$ cat config.mk
export PLATFORM = sky130hd
export DESIGN_NAME = co2_baseline_recalibration_fsm_unit
export DESIGN_NICKNAME = d
export VERILOG_FILES = /design/src/rtl/cbr_pkg.sv /design/src/rtl/co2_baseline_recalibration_fsm_unit.sv /design/src/rtl/cbr_cfg_regs.sv /design/src/rtl/cbr_step.sv
export SDC_FILE = /design/constraint.sdc
export NUM_CORES = 1
export LEC_CHECK = 0
export BUFFER_PORTS_ARGS = -buffer_cell sky130_fd_sc_hd__buf_2
export CORE_MARGIN = 2
export CORE_UTILIZATION = 50
export CTS_CLUSTER_DIAMETER = 60
export DETAILED_ROUTE_END_ITERATION = 16
export GPL_TIMING_DRIVEN = 0
export PLACE_DENSITY = 0.66
export REMOVE_ABC_BUFFERS = 1
export SYNTH_ARGS = -nofsm -noshare
export SYNTH_HDL_FRONTEND = slang
export SYNTH_SLANG_ARGS = --single-unit
$ cat constraint.sdc
create_clock -name clk_i -period 10.2 [get_ports clk_i]
set_input_delay 1.53 -clock clk_i [delete_from_list [all_inputs] [get_ports clk_i]]
set_output_delay 1.53 -clock clk_i [all_outputs]
set_load 0.02 [all_outputs]
$ cat src/rtl/cbr_pkg.sv
// ----------------------------------------------------------------------------
// cbr_pkg
// types, codes and helpers of the co2 baseline recalibration unit
// ----------------------------------------------------------------------------
package cbr_pkg;

  localparam int unsigned NumRegs = 7;
  localparam int unsigned RegIdxW = 3;

  typedef enum logic [RegIdxW-1:0] {
    REG_BASELINE   = 3'd0,
    REG_FIRST_OFS  = 3'd1,
    REG_INIT_OFS   = 3'd2,
    REG_STD_OFS    = 3'd3,
    REG_FIRST_PER  = 3'd4,
    REG_INIT_PER   = 3'd5,
    REG_STD_PER    = 3'd6
  } cbr_reg_e;

  typedef enum logic {
    OP_READING = 1'b0,
    OP_RESET   = 1'b1
  } cbr_op_e;

  typedef enum logic [1:0] {
    STAGE_FIRST = 2'd0,
    STAGE_INIT  = 2'd1,
    STAGE_STD   = 2'd2
  } cbr_stage_e;

  typedef enum logic [1:0] {
    STATUS_OK        = 2'd0,
    STATUS_READ_FAIL = 2'd1,
    STATUS_CAL_FAIL  = 2'd2
  } cbr_status_e;

  typedef enum logic [1:0] {
    CAL_NONE   = 2'd0,
    CAL_BELOW  = 2'd1,
    CAL_PERIOD = 2'd2
  } cbr_cal_e;

  localparam logic [15:0] PpmMax      = 16'hFFFF;
  localparam logic [15:0] ReplyFail   = 16'hFFFF;
  localparam logic [15:0] ReplyBias   = 16'h8000;
  localparam logic [7:0]  FailSat     = 8'hFF;

  localparam logic [15:0] RstBaseline = 16'd400;
  localparam logic [15:0] RstFirstOfs = 16'd1000;
  localparam logic [15:0] RstInitOfs  = 16'd300;
  localparam logic [15:0] RstStdOfs   = 16'd100;
  localparam logic [15:0] RstFirstPer = 16'd12;
  localparam logic [15:0] RstInitPer  = 16'd96;
  localparam logic [15:0] RstStdPer   = 16'd1008;

  typedef struct packed {
    logic [15:0] baseline;
    logic [15:0] first_ofs;
    logic [15:0] init_ofs;
    logic [15:0] std_ofs;
    logic [15:0] first_per;
    logic [15:0] init_per;
    logic [15:0] std_per;
  } cbr_cfg_t;

  typedef struct packed {
    cbr_op_e     operation;
    logic        read_ok;
    logic [15:0] co2_ppm;
    logic [15:0] cal_reply;
  } cbr_item_t;

  typedef struct packed {
    cbr_stage_e  stage;
    logic [15:0] period_count;
    logic [15:0] period_min;
    logic        excursion;
    logic [7:0]  fail_count;
    logic [15:0] correction;
    logic [31:0] age_count;
    logic [31:0] cal_count;
  } cbr_state_t;

  typedef struct packed {
    cbr_status_e status;
    cbr_cal_e    cal_kind;
    logic [15:0] cal_target;
    cbr_stage_e  stage;
    logic [15:0] readings_left;
    logic        pretrigger_warn;
    logic [15:0] last_correction;
    logic [31:0] correction_age;
    logic [31:0] cal_total;
    logic [7:0]  fail_streak;
  } cbr_res_t;

  function automatic logic [15:0] stage_offset(cbr_cfg_t cfg, cbr_stage_e stg);
    logic [15:0] ofs;
    unique case (stg)
      STAGE_FIRST: ofs = cfg.first_ofs;
      STAGE_INIT:  ofs = cfg.init_ofs;
      default:     ofs = cfg.std_ofs;
    endcase
    return ofs;
  endfunction

  function automatic logic [15:0] stage_period(cbr_cfg_t cfg, cbr_stage_e stg);
    logic [15:0] per;
    unique case (stg)
      STAGE_FIRST: per = cfg.first_per;
      STAGE_INIT:  per = cfg.init_per;
      default:     per = cfg.std_per;
    endcase
    return per;
  endfunction

endpackage

$ cat src/rtl/co2_baseline_recalibration_fsm_unit.sv
// ----------------------------------------------------------------------------
// co2_baseline_recalibration_fsm_unit
// co2 baseline recalibration controller with stream in and out
// ----------------------------------------------------------------------------
// Each input word is a co2 reading (or a reset command for the calibration
// machine) and produces exactly one result word. The unit takes one word per
// clock cycle while the result stream is not stalled; a word waits in the
// input register and moves into the result register, which drives the output,
// when that register is free or draining.
// All per-reading work (minimum tracking, below-baseline check, period count,
// stage advance and clamped target) is one pass of compare/add logic between
// those two registers, and the calibration state is updated in the same cycle
// that the result is loaded, so back-to-back words see each other's effects.
// Configuration registers are write-only; writes to unused indexes are dropped.
// The user writes them while the stream is idle; the block does not enforce it.
// ----------------------------------------------------------------------------
module co2_baseline_recalibration_fsm_unit
  import cbr_pkg::*;
(
  input  logic               clk_i,
  input  logic               rst_ni,
  // configuration write port
  input  logic               cfg_we_i,
  input  logic [RegIdxW-1:0] cfg_idx_i,
  input  logic [15:0]        cfg_wdata_i,
  // input stream
  input  logic               s_axis_tvalid,
  output logic               s_axis_tready,
  input  logic [31:0]        s_axis_tdata,  // co2_ppm[15:0], cal_reply[31:16]
  input  logic [1:0]         s_axis_tuser,  // operation[0], read_ok[1]
  // result stream
  output logic               m_axis_tvalid,
  input  logic               m_axis_tready,
  // status[1:0], cal_kind[3:2], cal_target[19:4], stage[21:20],
  // readings_left[37:22], pretrigger_warn[38], last_correction[54:39],
  // correction_age[86:55], cal_total[118:87], fail_streak[126:119], zero[127]
  output logic [127:0]       m_axis_tdata
);

  cbr_cfg_t   cfg;
  cbr_state_t state_q, state_d;
  cbr_item_t  in_q;
  logic       in_valid_q;
  cbr_res_t   res_d, out_q;
  logic       out_valid_q;
  logic       advance;
  logic       in_take;

  cbr_cfg_regs u_cfg_regs (
    .clk_i       (clk_i),
    .rst_ni      (rst_ni),
    .cfg_we_i    (cfg_we_i),
    .cfg_idx_i   (cfg_idx_i),
    .cfg_wdata_i (cfg_wdata_i),
    .cfg_o       (cfg)
  );

  cbr_step u_step (
    .cfg_i   (cfg),
    .state_i (state_q),
    .item_i  (in_q),
    .state_o (state_d),
    .res_o   (res_d)
  );

  // a held word moves on whenever the result register is free or draining
  assign advance       = in_valid_q && (!out_valid_q || m_axis_tready);
  assign s_axis_tready = !in_valid_q || advance;
  assign in_take       = s_axis_tvalid && s_axis_tready;

  // input register
  always_ff @(posedge clk_i or negedge rst_ni) begin
    if (!rst_ni) begin
      in_valid_q <= 1'b0;
    end else if (in_take) begin
      in_valid_q <= 1'b1;
    end else if (advance) begin
      in_valid_q <= 1'b0;
    end
  end

  always_ff @(posedge clk_i) begin
    if (in_take) begin
      in_q.operation <= cbr_op_e'(s_axis_tuser[0]);
      in_q.read_ok   <= s_axis_tuser[1];
      in_q.co2_ppm   <= s_axis_tdata[15:0];
      in_q.cal_reply <= s_axis_tdata[31:16];
    end
  end

  // calibration state, committed as the word passes into the result register
  always_ff @(posedge clk_i or negedge rst_ni) begin
    if (!rst_ni) begin
      state_q.stage        <= STAGE_FIRST;
      state_q.period_count <= RstFirstPer;
      state_q.period_min   <= PpmMax;
      state_q.excursion    <= 1'b0;
      state_q.fail_count   <= '0;
      state_q.correction   <= '0;
      state_q.age_count    <= '0;
      state_q.cal_count    <= '0;
    end else if (advance) begin
      state_q <= state_d;
    end
  end

  // result register
  always_ff @(posedge clk_i or negedge rst_ni) begin
    if (!rst_ni) begin
      out_valid_q <= 1'b0;
    end else if (advance) begin
      out_valid_q <= 1'b1;
    end else if (m_axis_tready) begin
      out_valid_q <= 1'b0;
    end
  end

  always_ff @(posedge clk_i) begin
    if (advance) begin
      out_q <= res_d;
    end
  end

  assign m_axis_tvalid = out_valid_q;
  assign m_axis_tdata  = {1'b0,
                          out_q.fail_streak,
                          out_q.cal_total,
                          out_q.correction_age,
                          out_q.last_correction,
                          out_q.pretrigger_warn,
                          out_q.readings_left,
                          out_q.stage,
                          out_q.cal_target,
                          out_q.cal_kind,
                          out_q.status};

endmodule

$ cat src/rtl/cbr_cfg_regs.sv
// ----------------------------------------------------------------------------
// cbr_cfg_regs
// configuration register file, write only
// ----------------------------------------------------------------------------
module cbr_cfg_regs
  import cbr_pkg::*;
(
  input  logic               clk_i,
  input  logic               rst_ni,
  input  logic               cfg_we_i,
  input  logic [RegIdxW-1:0] cfg_idx_i,
  input  logic [15:0]        cfg_wdata_i,
  output cbr_cfg_t           cfg_o
);

  cbr_cfg_t cfg_q, cfg_d;

  always_comb begin
    cfg_d = cfg_q;
    if (cfg_we_i) begin
      unique case (cbr_reg_e'(cfg_idx_i))
        REG_BASELINE:  cfg_d.baseline  = cfg_wdata_i;
        REG_FIRST_OFS: cfg_d.first_ofs = cfg_wdata_i;
        REG_INIT_OFS:  cfg_d.init_ofs  = cfg_wdata_i;
        REG_STD_OFS:   cfg_d.std_ofs   = cfg_wdata_i;
        REG_FIRST_PER: cfg_d.first_per = cfg_wdata_i;
        REG_INIT_PER:  cfg_d.init_per  = cfg_wdata_i;
        REG_STD_PER:   cfg_d.std_per   = cfg_wdata_i;
        default:       cfg_d = cfg_q;
      endcase
    end
  end

  always_ff @(posedge clk_i or negedge rst_ni) begin
    if (!rst_ni) begin
      cfg_q.baseline  <= RstBaseline;
      cfg_q.first_ofs <= RstFirstOfs;
      cfg_q.init_ofs  <= RstInitOfs;
      cfg_q.std_ofs   <= RstStdOfs;
      cfg_q.first_per <= RstFirstPer;
      cfg_q.init_per  <= RstInitPer;
      cfg_q.std_per   <= RstStdPer;
    end else begin
      cfg_q <= cfg_d;
    end
  end

  assign cfg_o = cfg_q;

endmodule

$ cat src/rtl/cbr_step.sv
// ----------------------------------------------------------------------------
// cbr_step
// next-state and result logic for one reading or reset command
// ----------------------------------------------------------------------------
module cbr_step
  import cbr_pkg::*;
(
  input  cbr_cfg_t   cfg_i,
  input  cbr_state_t state_i,
  input  cbr_item_t  item_i,
  output cbr_state_t state_o,
  output cbr_res_t   res_o
);

  always_comb begin
    cbr_state_t  nxt;
    cbr_status_e status;
    cbr_cal_e    kind;
    logic [15:0] target;
    logic [15:0] min_new;
    logic [15:0] ofs;
    logic [15:0] gap;
    logic        early_fail;
    cbr_stage_e  stage_nxt;

    nxt        = state_i;
    status     = STATUS_OK;
    kind       = CAL_NONE;
    target     = '0;
    min_new    = state_i.period_min;
    ofs        = '0;
    gap        = '0;
    early_fail = 1'b0;
    stage_nxt  = state_i.stage;

    if (item_i.operation == OP_RESET) begin
      nxt.stage        = STAGE_FIRST;
      nxt.excursion    = 1'b0;
      nxt.period_min   = PpmMax;
      nxt.period_count = cfg_i.first_per;
      nxt.fail_count   = '0;
    end else if (!item_i.read_ok || item_i.co2_ppm == '0) begin
      if (state_i.fail_count != FailSat) begin
        nxt.fail_count = state_i.fail_count + 8'd1;
      end
      status = STATUS_READ_FAIL;
    end else begin
      nxt.fail_count = '0;
      if (item_i.co2_ppm < state_i.period_min) begin
        min_new = item_i.co2_ppm;
      end
      nxt.period_min = min_new;
      nxt.age_count  = state_i.age_count + 32'd1;

      // first dip below baseline in this period
      if (item_i.co2_ppm < cfg_i.baseline && !state_i.excursion) begin
        nxt.excursion = 1'b1;
        gap    = cfg_i.baseline - item_i.co2_ppm;
        ofs    = stage_offset(cfg_i, state_i.stage);
        target = (gap > ofs) ? item_i.co2_ppm + ofs : cfg_i.baseline;
        kind   = CAL_BELOW;
        nxt.cal_count  = state_i.cal_count + 32'd1;
        nxt.correction = item_i.cal_reply - ReplyBias;
        if (item_i.cal_reply == ReplyFail) begin
          status     = STATUS_CAL_FAIL;
          early_fail = 1'b1;
        end
      end

      if (!early_fail) begin
        if (state_i.period_count <= 16'd1) begin
          case (state_i.stage)
            STAGE_FIRST: stage_nxt = STAGE_INIT;
            default:     stage_nxt = STAGE_STD;
          endcase
          nxt.stage        = stage_nxt;
          nxt.period_count = stage_period(cfg_i, stage_nxt);
          nxt.period_min   = PpmMax;
          if (nxt.excursion) begin
            nxt.excursion = 1'b0;
          end else begin
            // pull the period minimum toward baseline, clamped
            ofs = stage_offset(cfg_i, stage_nxt);
            gap = min_new - cfg_i.baseline;
            if (min_new < cfg_i.baseline || gap > ofs) begin
              gap = ofs;
            end
            target         = item_i.co2_ppm - gap;
            kind           = CAL_PERIOD;
            nxt.age_count  = '0;
            nxt.cal_count  = state_i.cal_count + 32'd1;
            nxt.correction = item_i.cal_reply - ReplyBias;
            if (item_i.cal_reply == ReplyFail) begin
              status = STATUS_CAL_FAIL;
            end
          end
        end else begin
          nxt.period_count = state_i.period_count - 16'd1;
        end
      end
    end

    state_o               = nxt;
    res_o.status          = status;
    res_o.cal_kind        = kind;
    res_o.cal_target      = target;
    res_o.stage           = nxt.stage;
    res_o.readings_left   = nxt.period_count;
    res_o.pretrigger_warn = (nxt.period_count <= 16'd1);
    res_o.last_correction = nxt.correction;
    res_o.correction_age  = nxt.age_count;
    res_o.cal_total       = nxt.cal_count;
    res_o.fail_streak     = nxt.fail_count;
  end

endmodule

[Yosys cells after proc, flatten, opt, wreduce, memory -nomap -nowiden]
Cells that the tools add are included.
Word-level totals
  output and inout port bits: 130
  word-level logic and storage cells: 152
  register bits after elaboration: 398
Cells by class
  eq/ne operators: 11
  muxes and demuxes: 67
  $lt $le $gt $ge: 7
  reduce and logical (&&, ||, !) cells: 26
  add/subtract/negate cells: 9
Operators with widths (count)
  $mux 80: 5
  $mux 16: 24
  $pmux 16 s2: 3
  $mux 35: 2
  $add 32x1->32 const B: 2
  $lt 16x16->1: 3
  $sub 16x16->16: 3
  $mux 43: 1
  $gt 16x16->1: 2
  $le 16x1->1 const B: 2
  $mux 32: 1
  $mux 2: 15
  $mux 17: 1
  $add 16x16->16: 1
  $eq 16x16->1 const B: 1
  $logic_not 16->1: 1
  $mux 8: 2
  $reduce_and 2->1: 8
  $sub 16x1->16 const B: 1
  $sub 16x16->16 const B: 1
  $mux 1: 13
  $eq 3x3->1 const B: 3
  $add 8x1->8 const B: 1
  $ne 8x8->1 const B: 1
  other kinds (11): 23

[Depth between registers and ports, before layout]
Gate-level depths: netlist of run 1.
  depth in word-level cells: 27
  gate-level depth with buffers: 44
  gate-level depth less buffers: 42

[Hierarchy]
From an unflattened synthesis of run 1, not the netlist that was laid out.
Unflattened totals
  cell total of the unflattened synthesis: 1986
  area total of the unflattened synthesis: 23143.4 um2
By module, submodules not included
  co2_baseline_recalibration_fsm_unit: area an instance 9818.2 um2, sequential area each 7985.2 um2, times used 1, cells an instance 431
  cbr_step: area an instance 8988.6 um2, sequential area each 0.0 um2, times used 1, cells an instance 1310
  cbr_cfg_regs: area an instance 4336.7 um2, sequential area each 2835.2 um2, times used 1, cells an instance 245

[Worst setup path after synthesis of run 1]
OpenSTA, ideal clock, no wires.
  path kind: reg-to-reg
  start point: register state_q[98] (netlist bit)
  end point: register out_q, in the netlist m_axis_tdata[18] (data pin)
  setup slack: 1.941 ns
  setup time: 0.268 ns
  cell stages (with the launch flop): 42
  required time: 9.932 ns
  arrival: 7.991 ns
  cells stage by stage: dfstp_2 > inv_1 > ha_1 > a21o_1 > a21o_1 > a21o_1 > a21o_1 > a21oi_1 > o21ai_0 > a21oi_1 > clkbuf_1 > mux2i_1 > ha_1 > fa_1 > nor2b_1 > o31a_1 > o21ai_0 > o2111ai_1 > [... 6 more ...] > or3_1 > o31ai_1 > and2_1 > clkbuf_1 > clkbuf_1 > o21a_1 > ha_1 > inv_1 > fa_1 > a21o_1 > a21o_1 > nand2_1 > a21oi_1 > a31o_2 > a21o_1 > a21oi_1 > xor2_1 > o22ai_1
On the way
  longest elaborated chain between the ends: 17
Ends and longest elaborated chain
  start, declared: line co2_baseline_recalibration_fsm_unit.sv:41  | cbr_state_t state_q, state_d;
  start signal, assigned: line co2_baseline_recalibration_fsm_unit.sv:103  | state_q <= state_d;
  $lt 16x16->1: line cbr_step.sv:49  | if (item_i.co2_ppm < state_i.period_min) begin
  $mux 16 (*): line cbr_step.sv:49
  $mux 16 (*): line cbr_step.sv:42  | end else if (!item_i.read_ok || item_i.co2_ppm == '0) begin
  $mux 16 (*): line cbr_step.sv:36  | if (item_i.operation == OP_RESET) begin
  $sub 16x16->16: line cbr_step.sv:84  | gap = min_new - cfg_i.baseline;
  $gt 16x16->1: line cbr_step.sv:85  | if (min_new < cfg_i.baseline || gap > ofs) begin
  $logic_or 1x1->1: line cbr_step.sv:85
  $mux 16 (*): line cbr_step.sv:85
  $mux 16 (*): line cbr_step.sv:79  | if (nxt.excursion) begin
  $mux 16 (*): line cbr_step.sv:71  | if (state_i.period_count <= 16'd1) begin
  $mux 16 (*): line cbr_step.sv:70  | if (!early_fail) begin
  $mux 16 (*): line cbr_step.sv:42
  $mux 16 (*): line cbr_step.sv:36
  $sub 16x16->16 (*): line cbr_step.sv:88  | target = item_i.co2_ppm - gap;
  $mux 16 (*): line cbr_step.sv:79
  $mux 16 (*): line cbr_step.sv:71
  $mux 16 (*): line cbr_step.sv:70
  end signal, assigned: line co2_baseline_recalibration_fsm_unit.sv:120  | out_q <= res_d;
  end, declared: line co2_baseline_recalibration_fsm_unit.sv:44  | cbr_res_t res_d, out_q;
Mark *: on every way between the ends. The rest lies on a longest branch, timed or not. The select of a mux whose other input is x is not followed.
A chain may end at the register's enable or synchronous reset.

[Final worst setup path of run 1]
Ends and elaborated chain as after synthesis.

==> impl_metrics.py, run 1 <==
metrics = {
    "sta": {
        "fin_ws_ns": 0.722,
        "fin_skew_ns": 0.0259,
        "period_share_pct": 92.9,
        "max_freq_mhz": 106,
        "final.min_clock_period_ns": 9.48,
        "whs_ns": 0.489,
        "setup_violations": 0,
        "rsz0062_at_grt": "false",
        "maxSlewViolCount": 5,
        "hold_viol_final": 0,
        "finalSetupTns_ns": 0,
        "tightest_slew_ns": 1.61,
        "slew_headroom_pct": -8.15,
    },
    "logic_synthesis": {
        "synthesis.area_um2": 21900,
        "synthFlopType": "dfrtp_1",
        "synth-seq-area-share_pct": 49.3,
        "yosysTopAreaCell": "edfxtp_1",
        "synth_top_area_share_pct": 22.0,
        "synth_edf_count": 161,
        "ys_seq_elements": 398,
        "yosysUniqueCellTypes": 81,
        "yosys_warnings": 0,
        "syn_avg_cell_area_um2": 10.7,
        "synth_area_leaders": "edfxtp_1 22%, dfrtp_1 22%, mux2_2 7.1%",
        "async_reset_ff_share_pct": 59.5,
        "postSynthCellCount": 2057,
    },
    "final_layout": {
        "drive_gt1_share_pct": 21.9,
        "final_common_cell": "nand2_1",
        "fin_cells": 2849,
        "finish.utilization_pct": 58.2,
        "nets": 2404,
        "layout_common_cells": "230 x nand2_1, 192 x dfrtp_1, 185 x buf_2, 161 x edfxtp_1, 141 x nor2_1",
        "synthToLayoutAreaGrowth_pct": 14.5,
        "antenna_cells": 0,
        "fin_area_um2": 25100,
    },
    "power_and_ir_drop": {
        "powerDensity_nw_per_um2": 243,
        "fin_total_pwr_mw": 6.11,
        "irDropWorstVdd_uv": 136,
        "p_leak_nw": 11.2,
    },
    "worst_setup_path": {
        "setup.worst_path.class": "reg -> reg",
        "worst_ep_arrival_time_ns": 9.74,
        "endpoint_kind": "flip-flop",
        "critPathMaxFanout": 25,
        "startpoint_type": "flip-flop",
        "regToRegSetupSlack_ns": 0.72,
        "cpPeakStageDelay_ns": 0.53,
        "crit_top_cell": "a21o_1",
        "required_ns": 10.46,
        "cp_slowest_cell": "dfstp_2",
    },
    "floorplan": {
        "core_um2": 43200,
        "die_area_um2": 45600,
        "pin_count": 188,
        "initial_utilization_pct": 50.8,
        "die_y_um": 214,
        "die_x_um": 214,
        "core.rowCount": 76,
    },
    "clock_network": {
        "cts_buffers": 45,
        "cts_hold_buf": 0,
        "clk_pin_slew_ns": 0.06,
        "clk_latency_ns": 0.57,
        "htreeDepth": 2,
        "clkSinkCount": 398,
        "root_buffer": "clkbuf_16",
        "cts_tree": "built",
        "cts_buffer_depth": 3,
    },
    "placed_design": {
        "placedCellCount": 2765,
        "dp_hpwl_um": 38700,
        "place.port_buffers": 186,
        "dpl_cell_area_um2": 23600,
        "place_ws_ns": 0.180,
        "gp_congestion": 0.880,
    },
    "global_route": {
        "antenna_found_initial": 5,
        "grt_usage_pct": 23.6,
        "grt_remaining_overflow": 0,
        "grt_pass1_vias": 15356,
        "grt_first_pass_wirelength_um": 83700,
        "grt_max_degree": 119,
    },
    "drt": {
        "routed_wl_um": 53200,
        "first_pass_iters": 7,
        "drtAntennaViolNets": 0,
        "viasPerCell": 5.60,
        "drc_errors": 0,
        "num_vias": 15968,
        "wire_per_inst_um": 18.7,
        "drt-initial-drc-count": 1054,
    },
    "min_path": {
        "hold_class": "reg -> reg",
    },
    "outcome": {
        "violations": "capacitance limit, slew limit",
        "status": "finished, violations left",
    },
    "job": {
        "max_cap_viol_count": 1,
    },
}
[registers in the layout (all words and copies together), names as in the netlist]
name and count:
in_q 34, in_valid_q 1, m_axis_tdata 127, m_axis_tvalid 1
state_q 123, u_cfg_regs.cfg_o 112
[cell usage after synthesis (39+ instances only)]
library cell and number:
ha_1 114, nand2_1 231, inv_1 91, dfstp_2 44, mux2_2 138, a21oi_1 90
dfrtp_1 193, nor3_1 39, and3_1 41, o21ai_0 121, xor2_1 67, edfxtp_1 161
nand3_1 56, mux2i_1 46, nor2_1 142, xnor2_1 80, clkbuf_1 51
[report_power, final]
group          total, mW  internal (mW)  switching [mW]
registers           2.14           1.97           0.175
logic               2.32          0.984            1.33
clock network       1.65          0.985           0.666
[layer usage]
metal	up-vias	track usage, %	share of wire, %
li1	7775	-	-
met1	7717	32.9	46
met2	369	37.2	46
met3	99	3.69	4.5
met4	8	8.79	3.0
met5	-	0	0.081
[final timing paths]
path / from / to / cells after the start
hold / removal: state_q[79] / state_q[79] / 2
setup reg to reg: state_q[98] / m_axis_tdata[18] / 43
setup / recovery: state_q[98] / m_axis_tdata[18] / 43
hold reg to reg: state_q[79] / state_q[79] / 2
min in group asynchronous: rst_ni / state_q[63] / 1
max in group asynchronous: rst_ni / state_q[18] / 3
[area by class of cell]
type / instances / area [um2]
repair buffers: 201 / 1190
clock buffers: 54 / 1180
multi-input cells: 1488 / 10500
well taps: 585 / 732
inverters: 94 / 360
flip-flops and latches: 398 / 10800
fillers: 3692 / 18000
clock inverters: 29 / 332
[timing repair]
item                       in CTS  in global routing
buffers inserted                0                  1
setup endpoints to repair       0                 10
resized for setup               0                  4
[critical path, delay by kind of cell, from the launching register on]
kind	cells	cell delay, ns
flops	1	0.53
compound gates	23	4.31
buf+inv	3	0.29
fa+ha+maj	6	1.82
simple gates	8	1.76
xor+xnor	2	0.38
mux	1	0.09
[cell families after synthesis]
logic type      count (synthesis)  synth area share [%]
simple gates                  636                  13.9
compound gates                402                  11.8
flops                         398                  49.3
mux                           184                  9.18
buf+inv                       171                  3.09
xor+xnor                      147                  5.87
fa+ha+maj                     118                  6.86
other cells                     1                0.0171
(Power assumes the default switching activity.)
==> run 2: changes to the inputs <==
clock period = 11.05 ns   (was 10.2 ns; I/O delays follow)
==> run 2 against run 1 <==
Combinational power fell by 8%. The flow still finishes with violations (capacitance limit, slew limit). Clock power decreased by 7%. Worst setup slack worse by 0.0039 ns. Critical endpoint is now m_axis_tdata[19]. Final cell count barely moved. Largest power group unchanged.
==> impl_metrics.py, run 2 (synthesis results as in run 1) <==
metrics = {
    "floorplan": {
        "die_area_um2": 45600,
        "die_x_um": 214,
        "die_y_um": 214,
        "pin_count": 188,
        "core.rowCount": 76,
        "core_um2": 43200,
        "initial_utilization_pct": 50.8,
    },
    "worst_setup_path": {
        "setup.worst_path.class": "reg -> reg",
        "required_ns": 11.46,
        "worst_ep_arrival_time_ns": 10.75,
        "cpPeakStageDelay_ns": 0.80,
        "cp-startpoint": "state_q[98]",
        "cp_slowest_cell": "and2_1",
        "reg2reg_from": "state_q[98]",
        "startpoint_type": "flip-flop",
        "endpoint_kind": "flip-flop",
        "critPathMaxFanout": 25,
    },
    "sta": {
        "period_share_pct": 93.5,
        "max_freq_mhz": 96.8,
        "hold_viol_final": 0,
        "setup_violations": 0,
        "fin_skew_ns": 0.0267,
        "finalSetupTns_ns": 0,
        "rsz0062_at_grt": "false",
        "tightest_slew_ns": 1.57,
        "maxSlewViolCount": 5,
        "slew_headroom_pct": -5.63,
        "final.min_clock_period_ns": 10.33,
    },
    "global_route": {
        "grt_remaining_overflow": 0,
        "grt_first_pass_wirelength_um": 83700,
        "grt_max_degree": 119,
        "antenna_found_initial": 5,
        "grt_usage_pct": 23.6,
        "grt_pass1_vias": 15356,
    },
    "drt": {
        "drc_errors": 0,
        "first_pass_iters": 5,
        "wire_per_inst_um": 18.6,
        "drtAntennaViolNets": 0,
        "routed_wl_um": 53100,
        "num_vias": 16019,
        "drt-initial-drc-count": 1098,
        "viasPerCell": 5.62,
    },
    "placed_design": {
        "gp_congestion": 0.880,
        "dp_hpwl_um": 38700,
        "dpl_cell_area_um2": 23600,
        "place.port_buffers": 186,
    },
    "clock_network": {
        "cts_hold_buf": 0,
        "clk_pin_slew_ns": 0.06,
        "postCtsSetupRepairBufs": 0,
        "cts_buffer_depth": 3,
        "clkSinkCount": 398,
        "root_buffer": "clkbuf_16",
        "cts_resized": 0,
        "htreeDepth": 2,
        "cts_tree": "built",
        "cts_buffers": 45,
        "clk_latency_ns": 0.57,
    },
    "final_layout": {
        "layout_common_cells": "230 x nand2_1, 192 x dfrtp_1, 185 x buf_2, 161 x edfxtp_1, 141 x nor2_1",
        "synthToLayoutAreaGrowth_pct": 14.4,
        "nets": 2403,
        "largest_register_ffs": 127,
        "final_common_cell": "nand2_1",
        "antenna_cells": 0,
        "fillCellCount": 3691,
        "drive_gt1_share_pct": 21.7,
        "fin_area_um2": 25100,
        "multi_input_area_um2": 10500,
        "seqCellArea_um2": 10800,
    },
    "power_and_ir_drop": {
        "powerDensity_nw_per_um2": 224,
        "fin_total_pwr_mw": 5.63,
        "irDropWorstVdd_uv": 127,
        "p_leak_nw": 11.2,
    },
    "job": {
        "max_cap_viol_count": 1,
    },
    "min_path": {
        "min_from": "state_q[79]",
        "hold_class": "reg -> reg",
    },
    "outcome": {
        "status": "finished, violations left",
        "violations": "capacitance limit, slew limit",
    },
}
run 2: path summary, 6_finish.rpt:
kind | to | slack [ns] | cells past startpoint
max | m_axis_tdata[19] | 0.72 | 37
min | state_q[79] | 0.49 | 2
max reg2reg | m_axis_tdata[19] | 0.72 | 37
min reg2reg | state_q[79] | 0.49 | 2
max in group asynchronous | state_q[18] | 8.77 | 3
min in group asynchronous | state_q[63] | 0.98 | 1
run 2: worst max-delay path: cells and delay by family (launching register included):
kind | cells | cell delay [ns]
simple gates | 9 | 2.30
flops | 1 | 0.53
mux | 2 | 0.54
compound gates | 18 | 4.77
fa+ha+maj | 5 | 1.54
xor+xnor | 1 | 0.18
buf+inv | 2 | 0.29
run 2: area by class of cell:
| class | instances | share of cell area [%] |
|---|---|---|
| Tap cell | 585 | 2.92 |
| Clock inverter | 29 | 1.32 |
| Inverter | 94 | 1.44 |
| Timing Repair Buffer | 200 | 4.72 |
| Clock buffer | 54 | 4.70 |
| Multi-Input combinational cell | 1488 | 41.8 |
| Sequential cell | 398 | 43.1 |
run 2: through the flow:
| step | utilization [%] | hold WS [ns] | instances | setup WS, ns |
|---|---|---|---|---|
| 6_report | 58.2 | 0.489 | 2848 | 0.718 |
| 3_3_place_gp | 53.9 | 0.464 | 2751 | 0.118 |
| 4_1_cts | 58.2 | 0.493 | 2848 | 0.964 |
| 2_1_floorplan | - | 0.450 | 1980 | 2.12 |
| 3_5_place_dp | 54.7 | 0.481 | 2765 | 1.03 |
| 5_1_grt | 58.2 | 0.517 | 2848 | 0.00128 |
run 2: power breakdown:
part / switching [mW] / internal [mW]
combinational: 1.22 / 0.903
clock: 0.616 / 0.909
sequential: 0.161 / 1.82
run 2: layer usage:
metal	vias to the layer above	global-route usage, %	part of all wire, %
li1	7772	-	-
met1	7745	32.9	46
met2	392	37.2	46
met3	102	3.69	4.6
met4	8	8.79	3.1
met5	-	0	0.081
==> run 3: changes to the inputs <==
CTS_BUF_LIST = sky130_fd_sc_hd__clkbuf_16   (was default)
==> run 3 against run 2 <==
The flow still finishes with violations (capacitance limit, slew limit). Register-to-register slack better by 0.04 ns. Final cell count unchanged. Clock skew is 0.00058 ns higher. Non-clock buffer count stayed put. Critical endpoint unchanged.
==> impl_metrics.py, run 3 (synthesis results as in run 1) <==
metrics = {
    "outcome": {
        "status": "finished, violations left",
        "violations": "capacitance limit, slew limit",
    },
    "min_path": {
        "hold_class": "reg -> reg",
        "min_from": "state_q[79]",
    },
    "clock_network": {
        "root_buffer": "clkbuf_16",
        "htreeDepth": 2,
        "cts_tree": "built",
        "cts_hold_buf": 0,
        "postCtsSetupRepairBufs": 0,
        "clk_pin_slew_ns": 0.06,
        "cts_buffers": 45,
        "cts_buffer_depth": 3,
        "clk_latency_ns": 0.57,
        "clkSinkCount": 398,
        "cts_resized": 0,
    },
    "final_layout": {
        "final_common_cell": "nand2_1",
        "nets": 2403,
        "fillCellCount": 3691,
        "synthToLayoutAreaGrowth_pct": 14.4,
        "fin_area_um2": 25100,
        "layout_common_cells": "230 x nand2_1, 192 x dfrtp_1, 185 x buf_2, 161 x edfxtp_1, 141 x nor2_1",
        "largest_register_ffs": 127,
        "antenna_cells": 0,
        "drive_gt1_share_pct": 21.7,
    },
    "worst_setup_path": {
        "worst_ep_arrival_time_ns": 10.71,
        "cpLargestDelayFamily": "compound AO/OA/AOI/OAI gates",
        "cpPeakStageDelay_ns": 0.82,
        "endpoint_kind": "flip-flop",
        "path_buf_inv": 2,
        "cp_slowest_cell": "and2_1",
        "required_ns": 11.46,
        "critPathMaxFanout": 25,
        "reg2reg_from": "state_q[98]",
        "cp-startpoint": "state_q[98]",
        "startpoint_type": "flip-flop",
        "setup.worst_path.class": "reg -> reg",
    },
    "drt": {
        "viasPerCell": 5.60,
        "num_vias": 15963,
        "first_pass_iters": 7,
        "routed_wl_um": 53100,
        "drtAntennaViolNets": 0,
        "drc_errors": 0,
        "wire_per_inst_um": 18.6,
        "drt-initial-drc-count": 1126,
    },
    "global_route": {
        "met2_usage_pct": 37.2,
        "use_met3_pct": 3.69,
        "use_met1_pct": 32.9,
        "antenna_found_initial": 5,
        "top_usage_layer": "met2",
        "grt_first_pass_wirelength_um": 83700,
        "grt_pass1_vias": 15360,
        "grt_remaining_overflow": 0,
        "grt_usage_pct": 23.6,
        "grt_max_degree": 119,
    },
    "floorplan": {
        "die_y_um": 214,
        "die_area_um2": 45600,
        "pin_count": 188,
        "die_x_um": 214,
        "core.rowCount": 76,
        "initial_utilization_pct": 50.8,
        "core_um2": 43200,
    },
    "sta": {
        "slew_headroom_pct": -6.03,
        "hold_viol_final": 0,
        "period_share_pct": 93.2,
        "rsz0062_at_grt": "false",
        "tightest_slew_ns": 1.58,
        "max_freq_mhz": 97.1,
        "maxSlewViolCount": 5,
        "fin_ws_ns": 0.755,
        "setup_violations": 0,
        "final.min_clock_period_ns": 10.30,
        "finalSetupTns_ns": 0,
        "fin_skew_ns": 0.0273,
        "whs_ns": 0.490,
    },
    "placed_design": {
        "dp_hpwl_um": 38700,
        "place_ws_ns": 1.03,
        "gp_congestion": 0.880,
        "place.port_buffers": 186,
        "dpl_cell_area_um2": 23600,
    },
    "power_and_ir_drop": {
        "p_switching_mw": 2.00,
        "fin_total_pwr_mw": 5.63,
        "pwr-share-comb_pct": 37.8,
        "p_int_mw": 3.62,
        "p_leak_nw": 11.3,
        "swShare_pct": 35.6,
        "irDropWorstVdd_uv": 126,
        "seq_power_share_pct": 35.2,
        "power_frac_clock_pct": 27.0,
        "powerDensity_nw_per_um2": 224,
    },
    "job": {
        "max_cap_viol_count": 1,
    },
}
[run 3: layer usage]
metal | share of wire, % | routed length [um]
met2 | 46 | 24400
met1 | 46 | 24600
met5 | 0.081 | 43
met4 | 3.1 | 1620
met3 | 4.8 | 2530
[run 3: path summary, 6_finish.rpt]
path                                    endpoint  slack, ns  depth (start not counted)
min in group asynchronous            state_q[63]       0.98                          1
worst max register to register  m_axis_tdata[19]       0.75                         37
worst max-delay path            m_axis_tdata[19]       0.75                         37
worst min register to register       state_q[79]       0.49                          2
max in group asynchronous            state_q[18]       8.75                          3
worst min-delay path                 state_q[79]       0.49                          2
[run 3: area by class of cell]
type                            instances  area, um2  share of cell area [%]
Clock buffer                           46       1150                    4.58
Clock inverter                         37        362                    1.44
Multi-Input combinational cell       1488      10500                    41.8
Timing Repair Buffer                  200       1180                    4.72
Inverter                               94        360                    1.44
Tap cell                              585        732                    2.92
Sequential cell                       398      10800                    43.1
[run 3: power by group through the flow]
| stage | logic [mW] | clock network (mW) | registers [mW] |
|---|---|---|---|
| 6_report | 2.13 | 1.52 | 1.98 |
| 5_1_grt | 2.36 | 1.62 | 2.01 |
| 4_1_cts | 2.11 | 1.56 | 1.98 |
| 3_5_place_dp | 2.10 | 0 | 2.01 |
| 3_3_place_gp | 2.02 | 0 | 2.00 |
| 2_1_floorplan | 1.51 | 0 | 2.03 |
[run 3: worst register-to-register path, delay by kind of cell, from the launching register on]
kind	cells	cell delay [ns]
fa+ha+maj	5	1.43
buf+inv	2	0.29
compound gates	18	4.72
xor+xnor	1	0.30
simple gates	9	2.33
mux	2	0.55
flops	1	0.53
[run 3: metrics by stage]
stage | util, % | std cells
5_1_grt | 58.2 | 2848
3_3_place_gp | 53.9 | 2751
2_1_floorplan | - | 1980
4_1_cts | 58.2 | 2848
3_5_place_dp | 54.7 | 2765
6_report | 58.2 | 2848
